===== src/hw/rtl/spq_pkg.sv =====
// Shared types and constants for the strict-priority two-queue scheduler.
// No dependencies; the scheduler top level imports this package.

package spq_pkg;

    localparam int ID_WIDTH    = 16;
    localparam int TIME_WIDTH  = 32;
    localparam int CNT_WIDTH   = 32;
    localparam int TOT_WIDTH   = 48;
    localparam int LIMIT_WIDTH = 5;

    localparam logic [LIMIT_WIDTH-1:0] LIMIT_RESET = 5'd16;

    // Kind codes of an input item; the high bit alone marks a service tick.
    localparam logic [1:0] KIND_HIGH = 2'd0;
    localparam logic [1:0] KIND_LOW  = 2'd1;
    localparam logic [1:0] KIND_TICK = 2'd2;

    typedef enum logic [2:0] {
        OUT_ACCEPTED    = 3'd0,
        OUT_REFUSED     = 3'd1,
        OUT_HIGH_SERVED = 3'd2,
        OUT_LOW_SERVED  = 3'd3,
        OUT_IDLE        = 3'd4
    } outcome_t;

    typedef enum logic [1:0] {
        ST_IDLE = 2'd0,
        ST_EXEC = 2'd1,
        ST_READ = 2'd2
    } sched_state_t;

    typedef struct packed {
        logic [1:0]            kind;
        logic [ID_WIDTH-1:0]   plane_id;
        logic [TIME_WIDTH-1:0] plane_start_time;
        logic [TIME_WIDTH-1:0] current_time;
    } sched_in_t;

    typedef struct packed {
        outcome_t              outcome;
        logic [ID_WIDTH-1:0]   served_id;
        logic [TIME_WIDTH-1:0] wait_time;
        logic [CNT_WIDTH-1:0]  high_requests;
        logic [CNT_WIDTH-1:0]  high_refused;
        logic [CNT_WIDTH-1:0]  high_finished;
        logic [TOT_WIDTH-1:0]  high_wait_total;
        logic [CNT_WIDTH-1:0]  low_requests;
        logic [CNT_WIDTH-1:0]  low_refused;
        logic [CNT_WIDTH-1:0]  low_finished;
        logic [TOT_WIDTH-1:0]  low_wait_total;
        logic [CNT_WIDTH-1:0]  idle_total;
    } sched_out_t;

    typedef struct packed {
        logic [ID_WIDTH-1:0]   id;
        logic [TIME_WIDTH-1:0] start_time;
    } queue_entry_t;

endpackage


===== src/hw/rtl/spq_queue_ram.sv =====
// Single-port-write, single-port-read queue memory with a registered read.
// Stand-alone; used twice by the scheduler top level, once per class.

module spq_queue_ram #(
    parameter int DEPTH = 16,
    parameter int ADDR_WIDTH = 4,
    parameter int DATA_WIDTH = 48
) (
    input  logic                  aclk,
    input  logic                  wr_en,
    input  logic [ADDR_WIDTH-1:0] wr_addr,
    input  logic [DATA_WIDTH-1:0] wr_data,
    input  logic                  rd_en,
    input  logic [ADDR_WIDTH-1:0] rd_addr,
    output logic [DATA_WIDTH-1:0] rd_data
);

    logic [DATA_WIDTH-1:0] mem [DEPTH];
    logic [DATA_WIDTH-1:0] rd_data_reg;

    always_ff @(posedge aclk) begin
        if (wr_en) begin
            mem[wr_addr] <= wr_data;
        end
    end

    always_ff @(posedge aclk) begin
        if (rd_en) begin
            rd_data_reg <= mem[rd_addr];
        end
    end

    assign rd_data = rd_data_reg;

endmodule


===== src/hw/rtl/strict_priority_two_queue_scheduler_unit.sv =====
// Top level of the strict-priority two-queue scheduler with tail drop.
// Depends on spq_pkg and on spq_queue_ram, which holds each class's queue.
//
// Usage: items arrive on the s_ channel (valid/ready), each a high-priority
// request, a low-priority request or a service tick. Every item yields
// exactly one result on the m_ channel, carrying the outcome, the served id
// and wait time on a pop, and all statistics counters after the update.
// The queue limit is written on the cfg_ channel, which is always ready;
// write it only while no item is in flight.
// Sequence: a request is taken into the holding register, then executed
// and its result loaded into the output register. A tick that finds a
// queue non-empty first reads the head entry through the queue memory's
// registered read, then loads its result; one that finds both queues empty
// loads its idle result when executed. One item is in flight at a time.
// Reset: queues become empty, all counters clear and the limit returns to
// 16. The queue memories are not cleared; only entries written are read.
// Stall: one result is held in the output register; the next item is still
// taken into the holding register and waits there until the result is
// transferred.

module strict_priority_two_queue_scheduler_unit #(
    parameter int QUEUE_DEPTH = 16
) (
    input  logic              aclk,
    input  logic              aresetn,
    input  logic              s_valid,
    output logic              s_ready,
    input  spq_pkg::sched_in_t s_data,
    output logic              m_valid,
    input  logic              m_ready,
    output spq_pkg::sched_out_t m_data,
    input  logic              cfg_valid,
    output logic              cfg_ready,
    input  logic [spq_pkg::LIMIT_WIDTH-1:0] cfg_data
);

    import spq_pkg::*;

    localparam int AW = (QUEUE_DEPTH > 1) ? $clog2(QUEUE_DEPTH) : 1;
    localparam int CW = $clog2(QUEUE_DEPTH + 1);
    localparam int SW = CW + 1;
    localparam int LW = (CW > LIMIT_WIDTH) ? CW : LIMIT_WIDTH;
    localparam int EW = $bits(queue_entry_t);

    sched_state_t state_reg, state_next;
    sched_in_t    item_reg, item_next;
    logic [LIMIT_WIDTH-1:0] limit_reg, limit_next;

    logic [AW-1:0] high_head_reg, high_head_next, low_head_reg, low_head_next;
    logic [CW-1:0] high_count_reg, high_count_next, low_count_reg, low_count_next;
    logic          pop_low_reg, pop_low_next;

    logic [CNT_WIDTH-1:0] high_requests_reg, high_requests_next;
    logic [CNT_WIDTH-1:0] high_refused_reg, high_refused_next;
    logic [CNT_WIDTH-1:0] high_finished_reg, high_finished_next;
    logic [TOT_WIDTH-1:0] high_wait_reg, high_wait_next;
    logic [CNT_WIDTH-1:0] low_requests_reg, low_requests_next;
    logic [CNT_WIDTH-1:0] low_refused_reg, low_refused_next;
    logic [CNT_WIDTH-1:0] low_finished_reg, low_finished_next;
    logic [TOT_WIDTH-1:0] low_wait_reg, low_wait_next;
    logic [CNT_WIDTH-1:0] idle_total_reg, idle_total_next;

    sched_out_t out_reg, out_next;
    logic       out_valid_reg, out_valid_next;

    logic         out_free;
    logic         is_tick;
    logic         is_low;
    logic [AW-1:0] sel_head;
    logic [CW-1:0] sel_count;
    logic [SW-1:0] tail_sum;
    logic [AW-1:0] tail_addr;
    logic          push_ok;
    logic          any_pending;
    logic [AW-1:0] high_head_inc, low_head_inc;
    queue_entry_t  push_entry;
    queue_entry_t  pop_entry;
    logic [EW-1:0] high_rd_data, low_rd_data;
    logic [TIME_WIDTH-1:0] wait_val;
    logic          load_out;
    outcome_t      outcome_sel;
    logic [ID_WIDTH-1:0]   sid_sel;
    logic [TIME_WIDTH-1:0] wait_sel;
    logic high_wr_en, low_wr_en, high_rd_en, low_rd_en;

    spq_queue_ram #(
        .DEPTH      (QUEUE_DEPTH),
        .ADDR_WIDTH (AW),
        .DATA_WIDTH (EW)
    ) u_high_ram (
        .aclk    (aclk),
        .wr_en   (high_wr_en),
        .wr_addr (tail_addr),
        .wr_data (push_entry),
        .rd_en   (high_rd_en),
        .rd_addr (high_head_reg),
        .rd_data (high_rd_data)
    );

    spq_queue_ram #(
        .DEPTH      (QUEUE_DEPTH),
        .ADDR_WIDTH (AW),
        .DATA_WIDTH (EW)
    ) u_low_ram (
        .aclk    (aclk),
        .wr_en   (low_wr_en),
        .wr_addr (tail_addr),
        .wr_data (push_entry),
        .rd_en   (low_rd_en),
        .rd_addr (low_head_reg),
        .rd_data (low_rd_data)
    );

    assign out_free    = !out_valid_reg || m_ready;
    assign is_tick     = item_reg.kind[1];
    assign is_low      = item_reg.kind[0];
    assign any_pending = (high_count_reg != '0) || (low_count_reg != '0);

    assign sel_head  = is_low ? low_head_reg : high_head_reg;
    assign sel_count = is_low ? low_count_reg : high_count_reg;

    // The tail lies below twice the depth, so one compare and subtract wraps it.
    assign tail_sum  = SW'(sel_head) + SW'(sel_count);
    assign tail_addr = (tail_sum >= SW'(QUEUE_DEPTH)) ? AW'(tail_sum - SW'(QUEUE_DEPTH))
                                                      : AW'(tail_sum);

    // A limit above the depth acts as the depth.
    assign push_ok = (LW'(sel_count) < LW'(limit_reg)) && (sel_count < CW'(QUEUE_DEPTH));

    assign high_head_inc = (high_head_reg == AW'(QUEUE_DEPTH - 1)) ? '0 : high_head_reg + 1'b1;
    assign low_head_inc  = (low_head_reg == AW'(QUEUE_DEPTH - 1)) ? '0 : low_head_reg + 1'b1;

    assign push_entry.id         = item_reg.plane_id;
    assign push_entry.start_time = item_reg.plane_start_time;

    assign pop_entry = pop_low_reg ? queue_entry_t'(low_rd_data) : queue_entry_t'(high_rd_data);
    assign wait_val  = item_reg.current_time - pop_entry.start_time;

    // Next state.
    always_comb begin
        state_next = state_reg;
        case (state_reg)
            ST_IDLE: begin
                if (s_valid) begin
                    state_next = ST_EXEC;
                end
            end
            ST_EXEC: begin
                if (out_free) begin
                    state_next = (is_tick && any_pending) ? ST_READ : ST_IDLE;
                end
            end
            ST_READ: begin
                state_next = ST_IDLE;
            end
            default: begin
                state_next = ST_IDLE;
            end
        endcase
    end

    // Datapath and outputs.
    always_comb begin
        item_next          = item_reg;
        limit_next         = cfg_valid ? cfg_data : limit_reg;
        high_head_next     = high_head_reg;
        low_head_next      = low_head_reg;
        high_count_next    = high_count_reg;
        low_count_next     = low_count_reg;
        pop_low_next       = pop_low_reg;
        high_requests_next = high_requests_reg;
        high_refused_next  = high_refused_reg;
        high_finished_next = high_finished_reg;
        high_wait_next     = high_wait_reg;
        low_requests_next  = low_requests_reg;
        low_refused_next   = low_refused_reg;
        low_finished_next  = low_finished_reg;
        low_wait_next      = low_wait_reg;
        idle_total_next    = idle_total_reg;
        high_wr_en         = 1'b0;
        low_wr_en          = 1'b0;
        high_rd_en         = 1'b0;
        low_rd_en          = 1'b0;
        load_out           = 1'b0;
        outcome_sel        = OUT_ACCEPTED;
        sid_sel            = '0;
        wait_sel           = '0;

        case (state_reg)
            ST_IDLE: begin
                if (s_valid) begin
                    item_next = s_data;
                end
            end
            ST_EXEC: begin
                if (out_free) begin
                    if (!is_tick) begin
                        load_out    = 1'b1;
                        outcome_sel = push_ok ? OUT_ACCEPTED : OUT_REFUSED;
                        if (is_low) begin
                            low_requests_next = low_requests_reg + 1'b1;
                            if (push_ok) begin
                                low_wr_en      = 1'b1;
                                low_count_next = low_count_reg + 1'b1;
                            end else begin
                                low_refused_next = low_refused_reg + 1'b1;
                            end
                        end else begin
                            high_requests_next = high_requests_reg + 1'b1;
                            if (push_ok) begin
                                high_wr_en      = 1'b1;
                                high_count_next = high_count_reg + 1'b1;
                            end else begin
                                high_refused_next = high_refused_reg + 1'b1;
                            end
                        end
                    end else if (high_count_reg != '0) begin
                        high_rd_en      = 1'b1;
                        high_head_next  = high_head_inc;
                        high_count_next = high_count_reg - 1'b1;
                        pop_low_next    = 1'b0;
                    end else if (low_count_reg != '0) begin
                        low_rd_en      = 1'b1;
                        low_head_next  = low_head_inc;
                        low_count_next = low_count_reg - 1'b1;
                        pop_low_next   = 1'b1;
                    end else begin
                        load_out        = 1'b1;
                        outcome_sel     = OUT_IDLE;
                        idle_total_next = idle_total_reg + 1'b1;
                    end
                end
            end
            ST_READ: begin
                // Head entry is now in the memory's read register.
                load_out = 1'b1;
                sid_sel  = pop_entry.id;
                wait_sel = wait_val;
                if (pop_low_reg) begin
                    outcome_sel       = OUT_LOW_SERVED;
                    low_finished_next = low_finished_reg + 1'b1;
                    low_wait_next     = low_wait_reg + TOT_WIDTH'(wait_val);
                end else begin
                    outcome_sel        = OUT_HIGH_SERVED;
                    high_finished_next = high_finished_reg + 1'b1;
                    high_wait_next     = high_wait_reg + TOT_WIDTH'(wait_val);
                end
            end
            default: begin
                load_out = 1'b0;
            end
        endcase

        out_next.outcome         = outcome_sel;
        out_next.served_id       = sid_sel;
        out_next.wait_time       = wait_sel;
        out_next.high_requests   = high_requests_next;
        out_next.high_refused    = high_refused_next;
        out_next.high_finished   = high_finished_next;
        out_next.high_wait_total = high_wait_next;
        out_next.low_requests    = low_requests_next;
        out_next.low_refused     = low_refused_next;
        out_next.low_finished    = low_finished_next;
        out_next.low_wait_total  = low_wait_next;
        out_next.idle_total      = idle_total_next;

        if (load_out) begin
            out_valid_next = 1'b1;
        end else if (m_ready) begin
            out_valid_next = 1'b0;
        end else begin
            out_valid_next = out_valid_reg;
        end
    end

    always_ff @(posedge aclk) begin
        if (!aresetn) begin
            state_reg         <= ST_IDLE;
            limit_reg         <= LIMIT_RESET;
            high_head_reg     <= '0;
            low_head_reg      <= '0;
            high_count_reg    <= '0;
            low_count_reg     <= '0;
            pop_low_reg       <= 1'b0;
            high_requests_reg <= '0;
            high_refused_reg  <= '0;
            high_finished_reg <= '0;
            high_wait_reg     <= '0;
            low_requests_reg  <= '0;
            low_refused_reg   <= '0;
            low_finished_reg  <= '0;
            low_wait_reg      <= '0;
            idle_total_reg    <= '0;
            out_valid_reg     <= 1'b0;
        end else begin
            state_reg         <= state_next;
            limit_reg         <= limit_next;
            high_head_reg     <= high_head_next;
            low_head_reg      <= low_head_next;
            high_count_reg    <= high_count_next;
            low_count_reg     <= low_count_next;
            pop_low_reg       <= pop_low_next;
            high_requests_reg <= high_requests_next;
            high_refused_reg  <= high_refused_next;
            high_finished_reg <= high_finished_next;
            high_wait_reg     <= high_wait_next;
            low_requests_reg  <= low_requests_next;
            low_refused_reg   <= low_refused_next;
            low_finished_reg  <= low_finished_next;
            low_wait_reg      <= low_wait_next;
            idle_total_reg    <= idle_total_next;
            out_valid_reg     <= out_valid_next;
        end
    end

    always_ff @(posedge aclk) begin
        item_reg <= item_next;
        if (load_out) begin
            out_reg <= out_next;
        end
    end

    assign s_ready   = (state_reg == ST_IDLE);
    assign m_valid   = out_valid_reg;
    assign m_data    = out_reg;
    assign cfg_ready = 1'b1;

    // A queue never holds more entries than it has places.
    assert property (@(posedge aclk) disable iff (!aresetn)
        (high_count_reg <= CW'(QUEUE_DEPTH)) && (low_count_reg <= CW'(QUEUE_DEPTH)))
        else $error("queue occupancy above depth");

    // A new result never overwrites one that has not been transferred.
    assert property (@(posedge aclk) disable iff (!aresetn)
        load_out |-> out_free)
        else $error("result register overwritten");

    // The read cycle only follows a pop issued from the execute cycle.
    assert property (@(posedge aclk) disable iff (!aresetn)
        (state_reg == ST_READ) |-> ($past(state_reg) == ST_EXEC) && !out_valid_reg)
        else $error("read cycle without a pop");

    // A pop reduces the occupancy of exactly one queue.
    assert property (@(posedge aclk) disable iff (!aresetn)
        (high_rd_en || low_rd_en) |-> !(high_rd_en && low_rd_en) && any_pending)
        else $error("pop from an empty queue");

    // An input transfer always moves the block into the execute cycle.
    assert property (@(posedge aclk) disable iff (!aresetn)
        (s_valid && s_ready) |=> (state_reg == ST_EXEC))
        else $error("accepted item not executed");

endmodule

===== config.mk =====
export PLATFORM = sky130hd
export DESIGN_NAME = strict_priority_two_queue_scheduler_unit
export DESIGN_NICKNAME = d
export VERILOG_FILES = /design/src/hw/rtl/spq_pkg.sv /design/src/hw/rtl/spq_queue_ram.sv /design/src/hw/rtl/strict_priority_two_queue_scheduler_unit.sv
export SDC_FILE = /design/constraint.sdc
export NUM_CORES = 2
export LEC_CHECK = 0
export BUFFER_PORTS_ARGS = -buffer_cell sky130_fd_sc_hd__buf_4
export CAP_MARGIN = 15
export CORE_AREA = 2 2 404 406
export DETAILED_ROUTE_END_ITERATION = 10
export DIE_AREA = 0 0 406 408
export PLACE_DENSITY = 0.85
export SYNTH_ARGS = -nofsm -noshare
export SYNTH_HDL_FRONTEND = slang
export SYNTH_SLANG_ARGS = --single-unit
export TNS_END_PERCENT = 5

===== constraint.sdc =====
create_clock -name aclk -period 14.1 [get_ports aclk]
set_input_delay 2.82 -clock aclk [delete_from_list [all_inputs] [get_ports aclk]]
set_output_delay 2.82 -clock aclk [all_outputs]
set_load 0.01 [all_outputs]

== Word-level counts from Yosys, hierarchy flattened ==
Memories as Yosys holds them, arrays and structs flattened. A register that Yosys moved wholly into a read port is not among the register bits.
Index checks and enable logic that the tools add are counted.
W data, S select, Z words.

* Flip-flop bits (word level): 800
* RAM bits: 1536
* Word-level logic and storage cells: 174
* Memories: 2

{| class="wikitable"
|+ Memory list
! memory !! depth !! bits a word !! rd ports !! clocked after memory_dff !! write ports !! RTL line !! RTL
|-
| u_high_ram.mem || 16 || 48 || 1 || 1 || 1 || spq_queue_ram.sv:18 || <nowiki>logic [DATA_WIDTH-1:0] mem [DEPTH];</nowiki>
|-
| u_low_ram.mem || 16 || 48 || 1 || 1 || 1 || spq_queue_ram.sv:18 ||
|}

* Bitwise operators: 1
* Add/sub/neg operators: 18
* Reductions and logical operators: 19
* Multiplexer cells: 88
* Order comparisons: 3
* Equality and inequality tests: 10

{| class="wikitable"
|+ Operator list
! cell !! count
|-
| $mux W32 || 27
|-
| $mux W48 || 5
|-
| $add A32 B1 Y32 const B || 7
|-
| $add A48 B32 Y48 || 2
|-
| $mux W5 || 10
|-
| $mux W1 || 32
|-
| $sub A32 B32 Y32 || 1
|-
| $mux W4 || 4
|-
| $mux W3 || 4
|-
| $add A5 B1 Y5 const B || 2
|-
| $reduce_and A5 Y1 || 2
|-
| $reduce_bool A5 Y1 || 2
|-
| $sub A5 B1 Y5 const B || 2
|-
| $add A4 B1 Y4 const B || 2
|-
| $eq A4 B4 Y1 const B || 2
|-
| $reduce_and A4 Y1 || 2
|-
| $reduce_bool A2 Y1 || 4
|-
| $add A4 B5 Y6 || 1
|-
| $ge A6 B5 Y1 const B || 1
|-
| $mux W2 || 3
|-
| $ne A2 B1 Y1 const B || 3
|-
| $ne A2 B2 Y1 const B || 3
|-
| $pmux W3 S2 || 1
|-
| $reduce_and A6 Y1 || 1
|-
| 13 further kinds || 16
|}

== Longest topological paths before layout ==
* Depth after elaboration: 10
* Depth in mapped cells: 23
* Depth with buffers taken out: 20

== Hierarchy ==
Synthesis repeated with hierarchy kept, for this count alone.

* Cells, all modules: 5754
* Area, all modules: 96871.7 sq um

{| class="wikitable"
|+ By module, submodules not included
! module !! cells an instance !! area an instance (sq um) !! seq. area each (sq um) !! instances
|-
| spq_queue_ram || 1242 || 30171.4 || 24503.5 || 2
|-
| strict_priority_two_queue_scheduler_unit || 3270 || 36528.8 || 20549.7 || 1
|}

== Worst setup path before layout ==
OpenSTA, ideal clock, no wires.

* Kind: input -> register
* Start: in m_ready
* End: reg out_reg, in the netlist m_data[0] (enable)
* Path buffers: 0
* Data required time: 13.330 ns
* Path slack: 1.965 ns
* Arrival: 11.365 ns
* Stages: 4
* Cell sequence: nand2b_1 > nand2_1 > a21oi_1 > o21a_1

* Cells in the longest elaborated chain, start to end: 3

{| class="wikitable"
|+ RTL lines
! what !! RTL line !! RTL
|-
| start, declared || strict_priority_two_queue_scheduler_unit.sv:30 || <nowiki>input logic m_ready,</nowiki>
|-
| $logic_or A1 B1 Y1 || strict_priority_two_queue_scheduler_unit.sv:114 || <nowiki>assign out_free = !out_valid_reg || m_ready;</nowiki>
|-
| $mux W1 || strict_priority_two_queue_scheduler_unit.sv:196 || <nowiki>if (out_free) begin</nowiki>
|-
| $pmux W1 S2 || strict_priority_two_queue_scheduler_unit.sv:189 || <nowiki>case (state_reg)</nowiki>
|-
| named net load_out || strict_priority_two_queue_scheduler_unit.sv:80 || <nowiki>logic load_out;</nowiki>
|-
| end signal, assigned || strict_priority_two_queue_scheduler_unit.sv:319 || <nowiki>out_reg <= out_next;</nowiki>
|-
| end, declared || strict_priority_two_queue_scheduler_unit.sv:63 || <nowiki>sched_out_t out_reg, out_next;</nowiki>
|}

The timed path passes the listed nets, and every way through them passes these cells.
A chain may end at the register's enable or synchronous reset.

== Worst setup path in the final report ==
* Start: reg pop_low_reg
* End: reg low_wait_reg[44]

* Cells in the longest elaborated chain, start to end: 5

{| class="wikitable"
|+ RTL lines
! what !! RTL line !! RTL
|-
| start, declared || strict_priority_two_queue_scheduler_unit.sv:51 || <nowiki>logic pop_low_reg, pop_low_next;</nowiki>
|-
| start signal, assigned || strict_priority_two_queue_scheduler_unit.sv:302 || <nowiki>pop_low_reg <= pop_low_next;</nowiki>
|-
| $mux W48 || strict_priority_two_queue_scheduler_unit.sv:136 || <nowiki>assign pop_entry = pop_low_reg ? queue_entry_t'(low_rd_data) : queue_entry_t'(high_rd_data);</nowiki>
|-
| $sub A32 B32 Y32 || strict_priority_two_queue_scheduler_unit.sv:137 || <nowiki>assign wait_val = item_reg.current_time - pop_entry.start_time;</nowiki>
|-
| named net wait_val[16] || strict_priority_two_queue_scheduler_unit.sv:79 || <nowiki>logic [TIME_WIDTH-1:0] wait_val;</nowiki>
|-
| $add A48 B32 Y48 || strict_priority_two_queue_scheduler_unit.sv:242 || <nowiki>low_wait_next = low_wait_reg + TOT_WIDTH'(wait_val);</nowiki>
|-
| $mux W48 || strict_priority_two_queue_scheduler_unit.sv:239 || <nowiki>if (pop_low_reg) begin</nowiki>
|-
| $mux W48 || strict_priority_two_queue_scheduler_unit.sv:189 ||
|-
| named net low_wait_next[44] || strict_priority_two_queue_scheduler_unit.sv:60 || <nowiki>logic [TOT_WIDTH-1:0] low_wait_reg, low_wait_next;</nowiki>
|-
| end signal, assigned || strict_priority_two_queue_scheduler_unit.sv:310 || <nowiki>low_wait_reg <= low_wait_next;</nowiki>
|-
| end, declared || strict_priority_two_queue_scheduler_unit.sv:60 ||
|}

The timed path passes the listed nets, and every way through them passes these cells.

==> results by stage <==
Placement:
- At the end of routability-driven placement, the weighted congestion stood at roughly 0.91.
- Port buffering added ~460 buffers.
- The post-detailed-placement half-perimeter wirelength is between 150 and 200 mm.
- The minimum setup slack after placement is just under 8000 ps.
- The number of placed instances, taps included, is between 7000 and 8000.

Synthesis:
- The post-synthesis compound-gate area fraction is 0.0269.
- The adder-cell share of the synthesized area is 0.0173.
- The area fraction of the dominant cell type after synthesis is 0.652.
- The cell area that synthesis handed to floorplanning was just under 100000 um2.
- The average cell area after synthesis is around 18 um2.
- The most used flip-flop cell after synthesis is edfxtp_1.
- Measured against the total synthesized area, the mux share comes to 0.122.
- The largest family of logic cells by synthesized area is multiplexers.
- The cell type contributing the most total cell area after synthesis is edfxtp_1.
- The cell count after synthesis is about 5400.
- The share of the Yosys chip area taken by registers is 0.724.
- Of the total synthesized cell area, the portion taken by AND, OR, NAND and NOR gates is 0.0675.
- The number of storage elements in the synthesis netlist is 2432.
- The most common cell in the synthesized netlist is edfxtp_1.
- The post-synthesis net count is approximately 5600.
- The count of distinct cell types in the synthesized netlist is 83.
- Counting instances in the post-synthesis netlist gives the leading cell types as edfxtp_1 (2085), mux4_2 (480), dfxtp_1 (347).
- Counting flops with a built-in enable in the synthesized netlist gives ~2100.
- For this run, the number of Yosys warnings is 0.
- After synthesis, the share of flip-flops with an asynchronous set or reset is 0.
- The post-synthesis share of cell area spent on xor and xnor gates is 0.0304.
- After synthesis, the cell types taking the most area are edfxtp_1 (65%), mux4_2 (11%), dfxtp_1 (7.2%).

Routing:
- For this run, design rule violations remaining after detail routing come to 0.
- The first-pass detailed-route iteration total is 7.
- The number of DRC markers in iteration 0 is between 7000 and 8000.
- In the final routed layout, each cell accounts on average for 33.1 um.
- Once detail routing completed, the nets flagged for antenna violations numbered 0.
- Summing over every cut layer, the via total after detailed routing is roughly 55000.
- For this block, the routed nets add up to roughly 280 mm of wire.
- The detail-routed via count per cell is about 6.6.

Cells and area:
- The area growth from synthesis to layout is 14.2%.
- In the final design database the tool counted between 6000 and 7000 nets.
- The count of cells in the finished layout, fillers not included, comes to 8332.
- The core occupancy in the finished layout is 0.678.
- Of the cells placed in the final design, the portion with a size suffix greater than 1 is 0.235.

Power and ir drop:
- IR analysis of the VDD net gives a maximum drop of between 0.1 and 0.15 mV.
- The total power per unit cell area is around 140 nW/um2.
- Summed over all cells, the static leakage comes to 36.6 nW.
- The post-layout total power is between 10 and 15 mW.

Critical path:
- In this run the critical register-to-register path is captured at low_wait_reg[44].
- The worst setup path is launched from a flop.
- STA puts the critical path data arrival time at 7110 ps.
- The worst register-to-register path begins at pop_low_reg.
- The required time at the worst-slack endpoint is between 10000 and 15000 ps.
- The kind of capture point of the worst setup path is a flop.
- The type of the worst setup path is flop to flop.
- The largest fanout on the critical path is 29.
- The depth of the worst register-to-register path is 20.
- The worst-case register-to-register setup slack is about 7700 ps.

STA:
- The setup skew after layout is 89.0 ps.
- Based on the critical path, the design can be clocked at up to 0.157 GHz.
- Setup slack closes at 7730 ps.
- The pin slew with the least headroom to its limit is approximately 1300 ps.
- The final number of hold-violating endpoints is 0.
- Measured against its own limit, the worst slew margin works out to 0.135.
- The fraction of the cycle the final worst path needs is 0.451.
- Setup repair after global routing left no endpoint under its margin.
- The number of endpoints failing setup at the final stage is 0.
- The final critical path time including I/O delays and setup is around 6400 ps.
- The max-slew violation count is 0.
- In the final timing run, aggregate negative setup slack is 0 ps.

Clocking:
- Clock tree synthesis found a total of 2432 sinks.
- The post-cts hold buffer count is 0.
- The cell chosen for the clock root is clkbuf_16.
- CTS built an H-tree with a depth of 4.
- No sink is reached through more buffers than the 3 on the longest clock path.
- Clock tree synthesis inserted a total of roughly 220 buffers.
- Clock latency on the worst-skew pair, taken at its later pin, is 900 ps.
- Gates resized during post-CTS repair numbered 0.
- The clock transition at the registers of the reported paths is about 60 ps.
- Buffers added to address setup during post-CTS repair amount to 0.
- TritonCTS built the clock tree.

Floorplanning:
- For this configuration, the core starts out at a cell density of 0.594.
- The floorplan row count is approximately 150.
- The floorplan step defined a die boundary enclosing 166000 um2.
- The core box area is 162000 um2.
- The chip height is roughly 410 um.
- The die extent in x is 406 um.
- In this run the count of I/O pins placed on the die edge is roughly 470.

Global routing:
- The number of global-route vias before repair is around 55000.
- The maximum number of pins on one net before global-route repair is approximately 150.
- The number of antenna violations at the first check in global routing was 35.
- The first global-routing pass estimated 391 mm of wire.
- In the global route stage, overall resource usage came out at 0.333.
- The total overflow left after global routing is 0.

Worst hold path:
- The launch point of the worst hold path is high_wait_reg[38].
- The terminating pin of the worst hold path is high_wait_reg[38].
- The worst hold path stage count is 2.
- In this run the worst hold path is classified as flop to flop.

Run:
- The tool flagged a number of max-cap violations equal to 0.

Outcome:
- The flow ran to the end, and the final reports show no timing, DRC or antenna violations.
## logic make-up after synthesis
kind of cell,Yosys count
adder cells (fa/ha/maj),129
flip-flops,2432
XOR/XNOR,332
AO/OA/AOI/OAI,409
buffers and inverters,283
other,1
multiplexers,570
AND/OR/NAND/NOR,1242
## per-layer routing
layer | routed length [um] | GRT usage
met3 | 29600 | 0.0798
met1 | 92000 | 0.406
met2 | 136000 | 0.546
met4 | 18500 | 0.193
met5 | 137 | 0
## worst max-delay path, cell delays in order (launching register included)
cell and delay [ps]:
dfxtp_4 720, mux2_2 280, ha_1 160, inv_1 60
fa_1 450, a21oi_1 220, nor2_1 100, o31ai_1 490
a211o_1 240, a21oi_1 90, o41ai_1 310, xnor2_1 250
ha_1 400, a21oi_1 440, a41oi_1 260, a31oi_1 210
a21oi_1 150, a2111oi_2 800, nor4_1 170, xor2_1 200
and2_1 180
## worst max path at each step
| stage | startpoint | endpoint | slack, ps | cells past startpoint |
|---|---|---|---|---|
| floorplan | m_ready | m_data[0] | 1970 | 4 |
| global placement | pop_low_reg | low_wait_reg[44] | 7910 | 20 |
| detailed placement | pop_low_reg | low_wait_reg[44] | 7830 | 20 |
| CTS | pop_low_reg | low_wait_reg[44] | 7810 | 20 |
| global route | pop_low_reg | low_wait_reg[46] | 7330 | 20 |
| finish | pop_low_reg | low_wait_reg[44] | 7730 | 20 |
## power breakdown
part	switching [mW]	internal [mW]	leakage, nW	total [mW]
registers	0.137	7.92	21.7	8.06
clock network	2.76	3.31	3.55	6.07
logic	0.471	0.293	11.3	0.764
total	3.36	11.5	36.6	14.9
## through the flow
| step | area, um2 | hold WS (ps) |
|---|---|---|
| floorplan | 96000 | 435 |
| global placement | 102000 | 442 |
| detailed placement | 102000 | 464 |
| CTS | 110000 | 473 |
| global route | 110000 | 497 |
| finish | 110000 | 474 |
## cell usage in the layout (no fill, tap or decap), types with 32 or more instances in the layout
master / count
clkbuf_16: 226
a21oi_1: 126
mux2i_1: 74
and3_1: 48
nor2_4: 34
xor2_1: 119
ha_1: 122
nor2b_1: 33
nand2_1: 303
nor2_1: 153
clkbuf_1: 36
clkinv_2: 42
clkinv_1: 53
buf_4: 531
o21ai_0: 100
inv_1: 63
xnor2_1: 211
nand4_1: 70
mux4_2: 480
and2_1: 320
nand3_1: 118
a21o_1: 32
dfxtp_1: 338
edfxtp_1: 2085
nor3_1: 51
## cell type report
type,instances,area [um2]
Antenna cell,21,52.6
Clock buffer,274,5960
Clock inverter,146,1350
Fill cell,9689,52000
Inverter,65,244
Multi-Input combinational cell,2683,25600
Sequential cell,2432,69600
Tap cell,2175,2720
Timing Repair Buffer,536,4100
(Power assumes the default switching activity.)
